==> src/hw/rtl/smed_pkg.sv <==
package smed_pkg;

   // Fixed widths of the transfer fields.
   localparam int SAMPLE_WIDTH = 16;
   localparam int MEDIAN_WIDTH = SAMPLE_WIDTH + 1;
   localparam int SIZE_WIDTH   = 6;

   // One input transfer: a value of the set and the end-of-set mark.
   typedef struct packed {
      logic signed [SAMPLE_WIDTH-1:0] sample;
      logic                           final_item;
   } smed_req_type;

   // One result transfer.
   typedef struct packed {
      logic signed [MEDIAN_WIDTH-1:0] median_doubled;
      logic [SIZE_WIDTH-1:0]          set_size;
      logic                           overflowed;
   } smed_rsp_type;

   // Commands broadcast to every cell of the chain.
   typedef struct packed {
      logic insert;
      logic shift_down;
   } smed_ctrl_type;

   // Sequencer states.
   typedef enum logic {
      SMED_IDLE,
      SMED_DRAIN
   } smed_state_type;

endpackage

==> src/hw/rtl/smed_cell.sv <==
module smed_cell
   import smed_pkg::*;
(
   input  logic                           clock,
   input  smed_ctrl_type                  ctrl,
   input  logic                           occupied,
   input  logic signed [SAMPLE_WIDTH-1:0] sample_in,
   input  logic signed [SAMPLE_WIDTH-1:0] lower_value,
   input  logic                           lower_gt,
   input  logic signed [SAMPLE_WIDTH-1:0] upper_value,
   output logic signed [SAMPLE_WIDTH-1:0] value,
   output logic                           gt
);

   logic signed [SAMPLE_WIDTH-1:0] value_ff;
   logic signed [SAMPLE_WIDTH-1:0] value_in;

   // An empty cell counts as holding a value above any new sample.
   assign gt = !occupied || (value_ff > sample_in);

   // On insertion the larger values move up by one place; the lowest cell that
   // held a larger value or was empty takes the sample itself. While the
   // result is formed the chain moves down by one place each cycle.
   always_comb begin
      value_in = value_ff;
      if (ctrl.insert) begin
         if (gt) begin
            value_in = lower_gt ? lower_value : sample_in;
         end
      end else if (ctrl.shift_down) begin
         value_in = upper_value;
      end
   end

   always_ff @(posedge clock) begin
      value_ff <= value_in;
   end

   assign value = value_ff;

endmodule

==> src/hw/rtl/set_median_engine_unit.sv <==
// Median of a set by a sorted insertion chain of CAPACITY cells.
// A value that does not end a set is taken as soon as it is offered; the next may follow at once.
// After the transfer of the final value of a set, busy stays high while the chain drains
// down one cell a cycle to the middle values;
// the result strobe is high in the cycle after that. The receiver cannot stall the result.
// Reset (synchronous, active high) empties the chain and clears the overflow flag at once.
module set_median_engine_unit
   import smed_pkg::*;
#(
   parameter int CAPACITY = 32
)
(
   input  logic         clock,
   input  logic         reset,
   input  logic         start,
   output logic         busy,
   input  smed_req_type req_data,
   output logic         rsp_strobe,
   output smed_rsp_type rsp_data
);

   localparam int CW     = $clog2(CAPACITY + 1);
   localparam int SECOND = (CAPACITY > 1) ? 1 : 0;

   smed_state_type state_ff, state_in;
   logic [CW-1:0]  fill_count_ff, fill_count_in;
   logic [CW-1:0]  shift_count_ff, shift_count_in;
   logic           overflow_ff, overflow_in;
   logic           rsp_strobe_ff, rsp_strobe_in;
   smed_rsp_type   rsp_data_ff, rsp_data_in;

   logic           accept;
   logic           full;
   logic           at_middle;
   logic [CW-1:0]  fill_minus_one;
   logic [CW-1:0]  mid_low;
   smed_ctrl_type  ctrl;

   logic signed [SAMPLE_WIDTH-1:0] cell_value [CAPACITY];
   logic                           cell_gt    [CAPACITY];
   logic signed [SAMPLE_WIDTH-1:0] second_value;

   assign accept         = start && !busy;
   assign full           = (fill_count_ff == CW'(CAPACITY));
   assign fill_minus_one = fill_count_ff - CW'(1);
   assign mid_low        = fill_minus_one >> 1;
   assign at_middle      = (shift_count_ff == mid_low);

   // Commands to the chain.
   assign ctrl.insert     = accept && !full;
   assign ctrl.shift_down = (state_ff == SMED_DRAIN) && !at_middle;

   // The chain of cells; cell 0 holds the smallest value.
   for (genvar i = 0; i < CAPACITY; i++) begin : g_cell
      localparam logic [CW-1:0] INDEX = CW'(i);
      localparam int LOWER = (i > 0) ? i - 1 : 0;
      localparam int UPPER = (i < CAPACITY - 1) ? i + 1 : i;

      smed_cell u_cell (
         .clock       (clock),
         .ctrl        (ctrl),
         .occupied    (INDEX < fill_count_ff),
         .sample_in   (req_data.sample),
         .lower_value (cell_value[LOWER]),
         .lower_gt    ((i > 0) ? cell_gt[LOWER] : 1'b0),
         .upper_value (cell_value[UPPER]),
         .value       (cell_value[i]),
         .gt          (cell_gt[i])
      );
   end

   // With the lower middle value in cell 0, an odd count doubles it and an
   // even count adds the upper middle value from cell 1.
   assign second_value = fill_count_ff[0] ? cell_value[0] : cell_value[SECOND];

   // Sequencer: next state and result.
   always_comb begin
      state_in       = state_ff;
      fill_count_in  = fill_count_ff;
      shift_count_in = shift_count_ff;
      overflow_in    = overflow_ff;
      rsp_strobe_in  = 1'b0;
      rsp_data_in    = rsp_data_ff;
      busy           = (state_ff != SMED_IDLE);
      case (state_ff)
         SMED_IDLE: begin
            if (accept) begin
               if (full) begin
                  overflow_in = 1'b1;
               end else begin
                  fill_count_in = fill_count_ff + CW'(1);
               end
               if (req_data.final_item) begin
                  state_in       = SMED_DRAIN;
                  shift_count_in = '0;
               end
            end
         end
         SMED_DRAIN: begin
            if (at_middle) begin
               rsp_strobe_in              = 1'b1;
               rsp_data_in.median_doubled =
                  {cell_value[0][SAMPLE_WIDTH-1], cell_value[0]} +
                  {second_value[SAMPLE_WIDTH-1], second_value};
               rsp_data_in.set_size       = SIZE_WIDTH'(fill_count_ff);
               rsp_data_in.overflowed     = overflow_ff;
               fill_count_in              = '0;
               overflow_in                = 1'b0;
               state_in                   = SMED_IDLE;
            end else begin
               shift_count_in = shift_count_ff + CW'(1);
            end
         end
         default: begin
            state_in = SMED_IDLE;
         end
      endcase
   end

   // Control registers.
   always_ff @(posedge clock) begin
      if (reset) begin
         state_ff       <= SMED_IDLE;
         fill_count_ff  <= '0;
         shift_count_ff <= '0;
         overflow_ff    <= 1'b0;
         rsp_strobe_ff  <= 1'b0;
      end else begin
         state_ff       <= state_in;
         fill_count_ff  <= fill_count_in;
         shift_count_ff <= shift_count_in;
         overflow_ff    <= overflow_in;
         rsp_strobe_ff  <= rsp_strobe_in;
      end
   end

   // Result register.
   always_ff @(posedge clock) begin
      rsp_data_ff <= rsp_data_in;
   end

   assign rsp_strobe = rsp_strobe_ff;
   assign rsp_data   = rsp_data_ff;

`ifndef ASSERT_OFF
   // The chain never holds more values than it has cells.
   a_fill_bound: assert property (@(posedge clock) disable iff (reset)
      fill_count_ff <= CW'(CAPACITY))
      else $error("fill count beyond capacity");

   // A set that is being drained always holds at least one value.
   a_drain_nonempty: assert property (@(posedge clock) disable iff (reset)
      (state_ff == SMED_DRAIN) |-> (fill_count_ff != '0))
      else $error("drain with an empty chain");

   // Busy rises only after the transfer of a final value.
   a_busy_cause: assert property (@(posedge clock) disable iff (reset)
      $rose(busy) |-> $past(start && req_data.final_item))
      else $error("busy without a final transfer");

   // A result is shown only once the sequencer has returned to idle.
   a_strobe_idle: assert property (@(posedge clock) disable iff (reset)
      rsp_strobe |-> !busy && $past(state_ff == SMED_DRAIN))
      else $error("result strobe outside the end of a drain");
`endif

endmodule

==> config.mk <==
export PLATFORM = sky130hd
export DESIGN_NAME = set_median_engine_unit
export DESIGN_NICKNAME = d
export VERILOG_FILES = /design/src/hw/rtl/smed_pkg.sv /design/src/hw/rtl/smed_cell.sv /design/src/hw/rtl/set_median_engine_unit.sv
export SDC_FILE = /design/constraint.sdc
export NUM_CORES = 2
export LEC_CHECK = 0
export ABC_AREA = 1
export BUFFER_PORTS_ARGS = -buffer_cell sky130_fd_sc_hd__buf_4
export CORE_MARGIN = 2
export CORE_UTILIZATION = 35
export DETAILED_ROUTE_END_ITERATION = 12
export PLACE_DENSITY = 0.5
export SLEW_MARGIN = 20
export SYNTH_ARGS = -nofsm -noshare
export SYNTH_HDL_FRONTEND = slang
export SYNTH_SLANG_ARGS = --single-unit
==> constraint.sdc <==
create_clock -name clock -period 8.1 [get_ports clock]
set_input_delay 0 -clock clock [delete_from_list [all_inputs] [get_ports clock]]
set_output_delay 0 -clock clock [all_outputs]
set_load 0.03 [all_outputs]
### Word-level counts from Yosys, hierarchy flattened

Cells that the tools add are included.

| word-level totals | value |
|---|---|
| output and inout bits | 26 |
| input port bits | 20 |
| memories kept | 0 |
| register bits after elaboration | 551 |
| RAM bits | 0 |
| latch bits | 0 |
| bits in read-only memories | 0 |

| cells by class | value |
|---|---|
| equality and inequality tests | 39 |
| $lt $le $gt $ge | 64 |
| shift operators | 0 |
| $add $sub $neg | 4 |
| multiply operators | 0 |
| div/mod/pow operators | 0 |
| reduce and logical (&&, ||, !) cells | 108 |
| muxes and demuxes | 142 |
| bitwise gates (word level) | 1 |

Operator list:

| kind | count |
|---|---|
| $mux 16 | 125 |
| $gt 16x16->1 | 32 |
| $lt 5x6->1 const A | 16 |
| $reduce_and 2->1 | 33 |
| $ne 2x1->1 const B | 32 |
| $lt 4x6->1 const A | 8 |
| $mux 6 | 6 |
| $logic_not 1->1 | 35 |
| $logic_or 1x1->1 | 32 |
| $lt 3x6->1 const A | 4 |
| $pmux 6 s2 | 2 |
| $add 16x16->17 | 1 |
| $add 6x1->6 const B | 2 |
| $lt 1x6->1 const A | 2 |
| $lt 2x6->1 const A | 2 |
| $ne 2x2->1 const B | 5 |
| $reduce_and 3->1 | 3 |
| $mux 1 | 7 |
| $eq 6x5->1 | 1 |
| $eq 6x6->1 const B | 1 |
| $sub 6x1->6 const B | 1 |
| $pmux 1 s2 | 2 |
| $logic_and 1x1->1 | 3 |
| $reduce_bool 2->1 | 1 |
| 2 further kinds | 2 |

### Depth between registers and ports, before layout

| depth | value |
|---|---|
| word-level depth | 6 |
| mapped depth | 20 |

### Cells and area by module

Synthesis repeated with hierarchy kept, for this count alone.

| second synthesis, totals | value |
|---|---|
| cell total of the unflattened synthesis | 5769 |
| area, all modules | 43668.1 µm² |

By module, submodules not included:

| module | instances | area each (µm²) | cells an instance | seq. area each (µm²) |
|---|---|---|---|---|
| smed_cell (g_cell[0].u_cell ...) | 31 | 1275.0 | 168 | 480.5 |
| set_median_engine_unit | 1 | 2867.8 | 393 | 1021.0 |
| smed_cell (g_cell[1].u_cell) | 1 | 1276.2 | 168 | 480.5 |

### Worst setup path after synthesis

Ideal clock, no wire load.

| timing path | value |
|---|---|
| path kind | register -> register |
| start point | register fill_count_ff[0] |
| end point | register g_cell[31].u_cell.value_ff[0] (enable) |
| slack | 5175 ps |
| stages on the path, launching flop included | 14 |
| data arrival time | 2531 ps |
| clock period less this slack | 2925 ps |
| cells stage by stage | dfxtp_1 -> buf_2 -> inv_1 -> ha_1 -> nand2_2 -> inv_2 -> nand2_2 -> nor2_2 -> nor2_4 -> buf_6 -> inv_2 -> buf_4 -> buf_2 -> a21oi_1 |

| between the ends | value |
|---|---|
| cells in the longest elaborated chain, start to end | 4 |
| elaborated cells between the ends (all ways) | 7 |

RTL lines:

| what | line | RTL |
|---|---|---|
| start, declared | set_median_engine_unit.sv:26 | `logic [CW-1:0] fill_count_ff, fill_count_in;` |
| start signal, assigned | set_median_engine_unit.sv:130 | `fill_count_ff <= fill_count_in;` |
| $lt 5x6->1 / $eq 6x6->1 (equally long branches) | set_median_engine_unit.sv:62, set_median_engine_unit.sv:44 |  |
| $logic_not 1->1 (on tied branches) | smed_cell.sv:19, set_median_engine_unit.sv:50 |  |
| $logic_or 1x1->1 / $logic_and 1x1->1 (equally long branches) | smed_cell.sv:19, set_median_engine_unit.sv:50 |  |
| $reduce_and 2->1 (no source line) * | n/a |  |
| end signal, assigned | smed_cell.sv:36 | `value_ff <= value_in;` |
| end, declared | smed_cell.sv:15 | `logic signed [SAMPLE_WIDTH-1:0] value_ff;` |

Every way passes the cells marked *; elsewhere a longest branch is shown, timed or not.
A chain may end at the register's enable or synchronous reset.

### Final worst setup path

| timing path | value |
|---|---|
| start point | register fill_count_ff[0] |
| end point | register g_cell[31].u_cell.value_ff[2] (enable) |

The elaborated chain is that of the path after synthesis.

==> results.json <==
{
  "status": "finished clean",
  "postSynthAreaPerCell_um2": 7.33,
  "arrival_ns": 4.76,
  "min_period_over_period": 0.549,
  "finish.instance_area_um2": 47000,
  "grt_max_degree": 181,
  "cts_resized": 0,
  "drive_gt1_frac": 0.0502,
  "drc": 0,
  "worst-r2r-setup-slack_ns": 3.65,
  "placed_area_um2": 44600,
  "rsz0062_at_grt": "false",
  "fin_crit_ns": 4.45,
  "synth_seq_area_share": 0.380,
  "clkLatencyLatePin_ns": 0.65,
  "drtAntennaViolNets": 0,
  "ys_top_cells_by_area": "edfxtp_1, nand2_1, ha_1",
  "synth_nets": 6439,
  "cts_max_level": 3,
  "core_area_um2": 122000,
  "synthCells": 5886,
  "finalClockSkew_ns": 0.0310,
  "slew_headroom": 0.219,
  "clockBufferDepth": 3,
  "grt-ovfl-total": 0,
  "worstReg2RegStart": "fill_count_ff[0]",
  "start_util": 0.353,
  "grt_pass1_vias": 36100,
  "n_fill_cell": 12900,
  "layout_commonest_cell": "nand2_1",
  "antennaDiodeCount": 0,
  "synth-seq-cells": 551,
  "wl_per_cell_um": 20.2,
  "io_pins": 46,
  "cts_sinks": 551,
  "synth-warning-count": 0,
  "grt_util_all_layers": 0.239,
  "drtIter0Drc": 3110,
  "ir_drop_mv": 0.157,
  "fp-row-count": 128,
  "synth_top_area_cell": "edfxtp_1",
  "timing.final.hold_violations": 0,
  "endpoint_kind": "flop",
  "final_nets": 6421,
  "fp.dieW_um": 355,
  "setup_viol": 0,
  "ff2ff_path_depth": 12,
  "grt_pass1_wl_um": 229000,
  "dieArea_um2": 126000,
  "path_max_fanout": 180,
  "cts_buffers": 75,
  "cp.required_ns": 8.41,
  "drt-total-wl_um": 153000,
  "clk_pin_slew_worst_paths_ns": 0.06,
  "layout_common_cells": "nand2_1, inv_1, edfxtp_1, ha_1, a21oi_1",
  "via_count": 37700,
  "worst_pin_slew_ns": 1.17,
  "cts_tree": "yes",
  "p_per_area_nw_per_um2": 221,
  "globalplace.congestion": 0.873,
  "leakagePower_nw": 26.0,
  "synth_top_area_frac": 0.373,
  "cp-start-kind": "flop",
  "synth.distinct_cells": 38,
  "cp-startpoint": "fill_count_ff[0]",
  "port_buffers": 45,
  "fmax_mhz": 225,
  "slew_violations": 0,
  "dp_hpwl_um": 104000,
  "finalSetupTns_ns": 0,
  "firstDrtPassIters": 6,
  "endpoint": "g_cell[31].u_cell.value[2]",
  "min_path_type": "input pin to flop",
  "die_h_um": 355,
  "synth_area_um2": 43100,
  "maxCapViolations": 0,
  "worst-setup-path-type": "flop to flop",
  "antenna_found_initial": 1,
  "cts-root-buf": "clkbuf_16",
  "vias_per_cell": 4.99,
  "worstReg2RegEnd": "g_cell[31].u_cell.value[2]",
  "synthToLayoutAreaGrowth_pct": 9.01
}
-- cells in the mapped netlist --
library cell,n
inv_2,4
fa_1,1
a22oi_1,2
o21a_1,16
nand3_1,115
nand2_1,3058
nor4_2,13
o21bai_1,20
a31oi_1,5
o211ai_1,2
a211oi_1,3
xor2_1,13
nand3b_1,7
inv_1,702
nand4_1,25
nor3b_1,1
buf_4,33
buf_8,1
dfxtp_1,15
a21o_1,18
nor3_1,16
nand4_2,1
clkbuf_1,8
nor3_2,2
ha_1,532
nand2_2,32
nor2_1,156
edfxtp_1,536
o21ai_0,123
nor2_4,2
nor4_1,7
buf_6,31
buf_2,110
xnor2_1,9
nand2_4,29
nor2_2,1
a21oi_1,236
o21ai_1,1
-- area by class of cell --
class                   count  area (µm²)  share of cell area
multi-input cells        4446       22900               0.488
flip-flops and latches    551       16400               0.349
inverters                 706        2660              0.0566
clock buffers             102        2060              0.0439
well taps                1625        2030              0.0432
repair buffers             88         673              0.0143
clock inverters            29         250             0.00532
-- timing repair --
| item | in CTS | in global routing |
|---|---|---|
| endpoints found under the hold margin | 19 | 0 |
| buffers inserted | 0 | 0 |
| hold buffers | 5 | 0 |
-- routing by layer --
layer	vias up	share of wire	track usage
met5	-	0	0
met2	1134	0.44	0.375
met3	205	0.068	0.0338
li1	18600	-	-
met4	0	0.025	0.0642
met1	17700	0.47	0.342
-- worst max-delay path, stage by stage, from the launching register on --
cell,delay (ns)
dfxtp_1,0.31
buf_4,0.38
inv_1,0.17
ha_1,0.31
nand2_2,0.13
inv_2,0.05
nand2_2,0.06
nor2_2,0.06
nor2_4,0.58
clkinv_8,0.79
buf_4,0.65
a21oi_1,0.24
buf_4,0.29
-- registers in the layout, indices dropped and copies added (netlist names) --
| signal | count |
|---|---|
| g_cell.u_cell.value | 512 |
| rsp_data | 24 |
| fill_count_ff | 6 |
| shift_count_ff | 6 |
| busy | 1 |
| overflow_ff | 1 |
| rsp_strobe | 1 |
-- through the flow --
step / instances / hold slack, ns / setup WS (ns) / power [W] / util
floorplan: 5886 / 0.187 / 5.17 / 0.00616 / -
global placement: 7411 / 0.288 / 3.95 / 0.00709 / 0.366
detailed placement: 7411 / 0.286 / 3.87 / 0.00715 / 0.366
CTS: 7547 / 0.0234 / 3.85 / 0.0104 / 0.385
global route: 7547 / 0.0882 / 3.33 / 0.0110 / 0.385
finish: 7547 / 0.0809 / 3.65 / 0.0104 / 0.385
-- where the power goes --
part / total, W / switching (W) / internal [W] / leakage [nW]
Sequential: 0.00422 / 0.000465 / 0.00375 / 5.39
Combinational: 0.00291 / 0.00192 / 0.000988 / 19.5
Clock: 0.00328 / 0.00137 / 0.00191 / 1.13
Total: 0.0104 / 0.00376 / 0.00665 / 26.0
-- cell families after synthesis --
| group | after synthesis | synth area share |
|---|---|---|
| and+or+nand+nor | 3465 | 0.318 |
| buffers and inverters | 889 | 0.0891 |
| DFF | 551 | 0.380 |
| adders and majority gates | 533 | 0.155 |
| AOI/OAI and AO/OA | 426 | 0.0531 |
| xor gates and xnor gates | 22 | 0.00447 |
-- worst min path at each step --
| stage | from | to | depth (start not counted) |
|---|---|---|---|
| floorplan | reset | shift_count_ff[0] | 3 |
| global placement | reset | shift_count_ff[5] | 2 |
| detailed placement | reset | shift_count_ff[4] | 2 |
| CTS | req_data[12] | g_cell[11].u_cell.value[11] | 5 |
| global route | req_data[12] | g_cell[3].u_cell.value[11] | 5 |
| finish | req_data[12] | g_cell[3].u_cell.value[11] | 5 |
No activity file was read; power rests on OpenSTA's default activity.
